$ cat src/state_vector_pauli_xy_gate_assert.svh
// Assertion macros used by the gate engine controller.
`ifndef STATE_VECTOR_PAULI_XY_GATE_ASSERT_SVH
`define STATE_VECTOR_PAULI_XY_GATE_ASSERT_SVH

// same-cycle implication
`define SVPXY_ASSERT_IMP(label, ante, cons, msg) \
  label: assert property (@(posedge clk) disable iff (!rst_n) (ante) |-> (cons)) \
    else $error(msg);

// next-cycle implication
`define SVPXY_ASSERT_NXT(label, ante, cons, msg) \
  label: assert property (@(posedge clk) disable iff (!rst_n) (ante) |=> (cons)) \
    else $error(msg);

`endif

$ cat src/svpxy_pkg.sv
`default_nettype none
package svpxy_pkg;

  localparam int QUBITS = 10;
  localparam int DIM    = 1 << QUBITS;
  localparam int PAIR_W = QUBITS - 1;
  localparam int AMP_W  = 16;

  localparam logic [1:0] OP_WRITE = 2'd0;
  localparam logic [1:0] OP_READ  = 2'd1;
  localparam logic [1:0] OP_GATE  = 2'd2;

  typedef enum logic [2:0] {
    S_IDLE,
    S_PAIR_RD,
    S_WR_LO,
    S_WR_HI,
    S_RESP
  } svpxy_state_t;

  typedef struct packed {
    logic accept;    // latch item fields
    logic wr_host;   // write amplitude from the item
    logic rd_host;   // read amplitude at item address
    logic rd_pair;   // read both amplitudes of the current pair
    logic wr_lo;     // write back lower index of pair
    logic wr_hi;     // write back upper index of pair
    logic cnt_clr;
    logic cnt_inc;
    logic out_load;
  } svpxy_cmd_t;

  typedef struct packed {
    logic noop;      // gate on incoming item changes nothing
    logic sel;       // current pair satisfies all controls
    logic last;      // pair counter at final pair
  } svpxy_sts_t;

  function automatic logic [AMP_W-1:0] neg_sat(input logic [AMP_W-1:0] v);
    logic [AMP_W-1:0] r;
    if (v == {1'b1, {(AMP_W-1){1'b0}}}) begin
      r = {1'b0, {(AMP_W-1){1'b1}}};
    end else begin
      r = ~v + AMP_W'(1);
    end
    return r;
  endfunction

endpackage
`default_nettype wire

$ cat src/svpxy_ctrl.sv
`default_nettype none
`include "state_vector_pauli_xy_gate_assert.svh"
module svpxy_ctrl
  import svpxy_pkg::*;
(
  input  wire         clk,
  input  wire         rst_n,
  input  wire         in_valid,
  output logic        in_stall,
  input  wire  [1:0]  in_op,
  output logic        out_valid,
  input  wire         out_stall,
  output svpxy_cmd_t  cmd,
  input  svpxy_sts_t  sts
);

  svpxy_state_t state_r, state_nxt;
  logic         out_valid_r, out_valid_nxt;
  logic         in_acc;
  logic         out_free;

  assign in_stall = (state_r != S_IDLE);
  assign in_acc   = in_valid && !in_stall;
  assign out_free = !out_valid_r || !out_stall;

  always_comb begin
    state_nxt = state_r;
    case (state_r)
      S_IDLE: begin
        if (in_acc) begin
          if (in_op == OP_GATE && !sts.noop) begin
            state_nxt = S_PAIR_RD;
          end else begin
            state_nxt = S_RESP;
          end
        end
      end
      S_PAIR_RD: begin
        if (sts.sel) begin
          state_nxt = S_WR_LO;
        end else if (sts.last) begin
          state_nxt = S_RESP;
        end
      end
      S_WR_LO: state_nxt = S_WR_HI;
      S_WR_HI: state_nxt = sts.last ? S_RESP : S_PAIR_RD;
      S_RESP: begin
        if (out_free) begin
          state_nxt = S_IDLE;
        end
      end
      default: state_nxt = S_IDLE;
    endcase
  end

  always_comb begin
    cmd = '0;
    case (state_r)
      S_IDLE: begin
        cmd.accept  = in_acc;
        cmd.wr_host = in_acc && (in_op == OP_WRITE);
        cmd.rd_host = in_acc && (in_op == OP_READ);
        cmd.cnt_clr = in_acc;
      end
      S_PAIR_RD: begin
        cmd.rd_pair = sts.sel;
        cmd.cnt_inc = !sts.sel;
      end
      S_WR_LO: cmd.wr_lo = 1'b1;
      S_WR_HI: begin
        cmd.wr_hi   = 1'b1;
        cmd.cnt_inc = 1'b1;
      end
      S_RESP: cmd.out_load = out_free;
      default: cmd = '0;
    endcase
  end

  always_comb begin
    out_valid_nxt = out_valid_r;
    if (cmd.out_load) begin
      out_valid_nxt = 1'b1;
    end else if (!out_stall) begin
      out_valid_nxt = 1'b0;
    end
  end

  always_ff @(posedge clk) begin
    if (!rst_n) begin
      state_r     <= S_IDLE;
      out_valid_r <= 1'b0;
    end else begin
      state_r     <= state_nxt;
      out_valid_r <= out_valid_nxt;
    end
  end

  assign out_valid = out_valid_r;

  `SVPXY_ASSERT_NXT(a_acc_leaves_idle, in_acc, state_r != S_IDLE, "accepted item left idle")
  `SVPXY_ASSERT_NXT(a_lo_then_hi, state_r == S_WR_LO, state_r == S_WR_HI, "pair write split")
  `SVPXY_ASSERT_NXT(a_last_pair_done, cmd.cnt_inc && sts.last, state_r == S_RESP,
                    "gate did not finish after last pair")
  `SVPXY_ASSERT_NXT(a_result_kept, out_valid_r && out_stall, out_valid_r,
                    "stalled result dropped")

endmodule
`default_nettype wire

$ cat config.mk
export PLATFORM = sky130hd
export DESIGN_NAME = svpxy_ctrl
export DESIGN_NICKNAME = d
export VERILOG_FILES = /design/src/svpxy_pkg.sv /design/src/svpxy_ctrl.sv
export VERILOG_INCLUDE_DIRS = /design/src /design/src/src
export SDC_FILE = /design/constraint.sdc
export NUM_CORES = 1
export LEC_CHECK = 0
export ABC_AREA = 0
export BUFFER_PORTS_ARGS = -buffer_cell sky130_fd_sc_hd__buf_2
export CAP_MARGIN = 10
export CORE_AREA = 4 4 41 43
export DETAILED_ROUTE_END_ITERATION = 8
export DIE_AREA = 0 0 45 47
export HOLD_SLACK_MARGIN = 0.06
export PLACE_DENSITY = 0.46
export SLEW_MARGIN = 15
export SYNTH_ARGS = -nofsm -noshare
export SYNTH_HDL_FRONTEND = slang
export SYNTH_SLANG_ARGS = --single-unit
$ cat constraint.sdc
create_clock -name clk -period 1.4 [get_ports clk]
set_clock_uncertainty 0.05 [all_clocks]
set_input_delay 0 -clock clk [delete_from_list [all_inputs] [get_ports clk]]
set_output_delay 0 -clock clk [all_outputs]
set_load 0.01 [all_outputs]
# Word-level counts from Yosys, hierarchy flattened

Cells that the tools add are included.

Bits in registers: 4
Input port bits: 9
Logic and storage cells: 42

Mux-type cells: 16
Reduce and logical (&&, ||, !) cells: 14
Equality and inequality tests: 10

Operators by type and width:

| operator             | count |
|---|---|
| $mux W3              | 7 |
| $pmux W3 S5          | 1 |
| $mux W1              | 7 |
| $eq A3 B2 Y1 const B | 2 |
| $logic_not A1 Y1     | 5 |
| $logic_and A1 B1 Y1  | 4 |
| $ne A2 B2 Y1 const B | 2 |
| $eq A3 B1 Y1 const B | 1 |
| $eq A3 B3 Y1 const B | 1 |
| $logic_not A3 Y1     | 1 |
| $ne A3 B3 Y1 const B | 1 |
| $reduce_and A3 Y1    | 1 |
| $reduce_bool A3 Y1   | 1 |
| $eq A2 B1 Y1 const B | 1 |
| $eq A2 B2 Y1 const B | 1 |
| $logic_not A2 Y1     | 1 |
| $ne A2 B1 Y1 const B | 1 |
| $pmux W1 S2          | 1 |
| $logic_or A1 B1 Y1   | 1 |

# Logic depth before layout (Yosys ltp)

Depth in word-level cells: 5
Mapped depth: 4
Gate-level depth less buffers: 4

# Worst setup path after synthesis

Ideal clock, no wire load.

Path kind: register -> register
Start point: register state_r[0]
End point: register state_r[2]
Buffers on the path: 0
Data arrival time: 906 ps
Path slack: 327 ps
Required time: 1233 ps
Cell stages (with the launch flop): 5
Setup time: 117 ps
Cell sequence: dfxtp_1 -> nand2b_4 -> o41ai_2 -> a21oi_2 -> o2bb2ai_1

Cells in the longest elaborated chain, start to end: 5

Ends and longest elaborated chain:

| item                               | line             | source |
|---|---|---|
| from (decl)                        | svpxy_ctrl.sv:17 | `svpxy_state_t state_r, state_nxt;` |
| from (signal assigned)             | svpxy_ctrl.sv:93 | `state_r <= state_nxt;` |
| $reduce_bool A3 Y1                 | svpxy_ctrl.sv:22 | `assign in_stall = (state_r != S_IDLE);` |
| $logic_not A1 Y1                   | svpxy_ctrl.sv:23 | `assign in_acc = in_valid && !in_stall;` |
| $logic_and A1 B1 Y1                | svpxy_ctrl.sv:23 |  |
| $ne A2 B2 Y1 (no source line)      | n/a              |  |
| $reduce_and A3 Y1 (no source line) | n/a              |  |

Several ways; a longest one is shown, not always the timed one.
A chain may end at the register's enable or synchronous reset.

==> results.md <==
* Overall routed net length at 851 µm
* Crit Reg-Reg Endpoint: state_r[2]
* Standby leakage power at 0.220 nW
* Top cells by count, synth: 4 x dfxtp_1, 3 x nor2_1, 3 x nor3_1, 3 x o21ai_0
* Overall via count from detail_route at 347
* CP bufs+invs at 1
* Via density per instance at 4.45
* Placed wire-length estimate after detailed placement at 659 µm
* Syn. warnings at 0
* Max-cap violation count at 0
* H-tree levels at 1
* First-pass detailed-route iteration total at 2
* Placed cell count at 72
* Category of the critical setup timing path: reg2out
* Required time at the worst-slack endpoint at 1350 ps
* Number of antenna violations at the first check in global routing at 0
* Area of the core region at 0.00130 mm²
* Max-slew violations at 0
* Share of async-settable or async-resettable flops after synthesis at 0%
* Number of synthesized flops with an enable pin at 0
* Total congestion overflow after global routing at 0
* Slew at the pin closest to its max-slew limit at 294 ps
* Global-route usage over all layers at 9.57%
* Weighted congestion at the end of routability-driven global placement at 0.681
* Placement Rows at 13
* Area grow syn2layout at 50.6%
* Total net switching power at 0.118 mW
* Antenna viol nets, final at 0
* Part of the Yosys area used for sequential elements at 25.5%
* VDD IR max at 0.364 mV
* Part of the total power dissipated in sequential elements at 34.9%
* Boundary Pins at 20
* Vias in the first global route at 328
* CP cell instances: nor2_4 -> nand3b_1 -> nor3b_1 -> buf_2
* Switching portion of total power at 29.9%
* Reg2Reg Depth at 4
* Antenna fix cells at 0
* Wire length of the first global-routing pass at 1.43 mm
* Count of cell types in the netlist at 25
* Maximum clock rate at 0.795 GHz
* Die area at 0.00212 mm²
* Library cell occupying the most area in the post-synthesis netlist: dfxtp_1
* CP top delay family: simple AND/OR/NAND/NOR gates
* Hold path depth at 4
* Slowest stage cell on the critical path: dfxtp_2
* Power density normalized to cell area at 835 mW/mm²
* Clock group share of total power at 36.6%
* CTS tree: yes
* DRC errors left at 0
* Final Instance Count excl. Fillers at 78
* Maximum fanout encountered on the critical timing path at 7
* Hold Path Sink: state_r[0]
* Number of buffers created by CTS at 3
* Startpoint of the worst setup timing path: state_r[0]
* Buffers from clock root to sink, at most at 2
* Most frequent cell after synthesis: dfxtp_1
* Die boundary width at 45 µm
* Top cell type's share of synthesized area at 25.5%
* Worst R2R Setup Slack at 240 ps
* Final routed wire length divided by cell count at 10.9 µm
* Drt first-iter violations at 2
* Layout Nets at 74
* Main area contributors after synthesis: dfxtp_1 25%, o41ai_2 5.2%, nor3_1 4.8%
* Internal Pwr Total at 0.277 mW
* Clock latency on the worst-skew pair at 240 ps
* Combinational share of power at 28.5%
* Arrival time at the worst endpoint at 1210 ps
* Type of origin of the critical path: flip-flop
* Classification of the worst-slack hold path: in2reg
* Status: finished, final reports clean
* Ratio of final minimum period to clock period at 89.9%
* Sum of negative setup slack at 0 ps
* Clk slew on worst S/H paths at 40 ps
* Proportion of layout cells with a drive suffix above 1 at 46.0%
* Critical path's largest stage delay at 360 ps
* Setup violation total in the final timing report at 0
* Die H at 47 µm
* Final Critical Period at 1260 ps
* Crit Reg-Reg Startpoint: state_r[2]
* Initial core utilization at 24.1%
* Setup repair after global routing missed its margin: false
* Number of hold violations in the final report at 0
* Root buffer selected by CTS: clkbuf_4
* Number of instances in the synthesized netlist at 40
* Count of state elements after synthesis at 4
* Worst Min Path Start: sts[2]
* Category of the worst setup path capture point: output port
* Slew margin rel. at 80.2%
* Count of input and output buffers at 19
* Synth Flop Type: dfxtp_1
* Total power after layout at 0.395 mW
* Per-instance average area after synthesis at 7.85 µm²
* Maximum number of pins on one net before global-route repair at 10
* Post-synth design cell area at 314 µm²
* Number of nets produced by synthesis at 49
* Clock sink total at 4
-- area by class of cell --
type                            count  area [µm²]
Clock buffer                        3        22.5
Fill cell                         153         828
Inverter                            2        7.51
Multi-Input combinational cell     32         216
Sequential cell                     4        82.6
Tap cell                           15        18.8
Timing Repair Buffer               22         125
-- how the worst max path moves through the flow --
| stage | depth (start not counted) | end | slack [ps] |
|---|---|---|---|
| floorplan | 4 | state_r[2] | 330 |
| global placement | 4 | state_r[2] | 200 |
| detailed placement | 4 | state_r[2] | 230 |
| CTS | 4 | cmd[6] | 30 |
| global route | 4 | cmd[6] | 10 |
| finish | 4 | cmd[6] | 140 |
-- state kept, by name, indices dropped and copies added (netlist names) --
signal / flops
state_r: 3
out_valid: 1
-- power by group through the flow --
stage          clock [mW]  combinational, mW  sequential, mW
6_report            0.144              0.113           0.138
5_1_grt             0.159              0.126           0.141
4_1_cts             0.154              0.113           0.137
3_5_place_dp            0              0.106           0.139
3_3_place_gp            0              0.107           0.139
2_1_floorplan           0             0.0699           0.137
-- layer usage --
layer | vias up | part of all wire [%] | wire length, µm | track usage [%]
met3 | 2 | 6.5 | 55 | 6.13
li1 | 189 | - | - | -
met4 | 0 | 0.71 | 6 | 3.51
met2 | 9 | 47 | 396 | 13.3
met5 | - | 0 | 0 | 0
met1 | 147 | 46 | 391 | 11.8
-- worst reg2reg max path, stage by stage (launching register included) --
cell,delay (ps)
dfxtp_1,370
nand2b_4,180
o41ai_2,250
a21oi_2,70
o2bb2ai_1,130
-- kinds of logic (layout without fill, tap and decap cells) --
family / after synthesis / in the layout / share of synthesized area, %
simple gates: 21 / 21 / 42.2
buf+inv: 4 / 27 / 7.17
compound gates: 11 / 11 / 25.1
flops: 4 / 4 / 25.5
-- cells in the final DEF (no fill, tap or decap) --
master	Yosys	routed
nor3b_1	1	1
buf_2	0	19
nand2b_4	1	1
dlygate4sd3_1	0	3
o41ai_2	1	1
or3_1	1	1
a21oi_1	2	2
nand2b_1	1	1
nor2b_1	2	2
and2_1	1	1
nand3b_1	1	1
dfxtp_1	4	2
nor3b_2	1	1
dfxtp_2	0	2
nand3_1	2	2
nand2_1	2	2
nor2_4	0	1
clkbuf_4	0	3
inv_1	2	2
o21ai_1	1	1
o21ai_0	3	3
nor2_1	3	3
a21boi_1	1	1
o21a_1	1	1
nor4bb_1	1	1
a21oi_2	1	1
o2bb2ai_1	1	1
nor3_1	3	3
-- stage by stage --
step                instance area [µm²]  hold WS (ps)  setup slack (ps)  utilization, %
floorplan                           314         0.298               327               -
detailed placement                  413           212               231            31.7
global route                        473           120              9.89            36.3
CTS                                 465          88.7              33.3            35.8
global placement                    413           210               199            31.7
finish                              473           119               142            36.3
-- repair_timing --
action / CTS / global route
setup endpoints to repair: 0 / 2
buffers inserted: 0 / 0
hold endpoints to repair: 3 / 0
resized for setup: 0 / 3
hold buffers: 3 / 0
No activity file was read; power rests on OpenSTA's default activity.
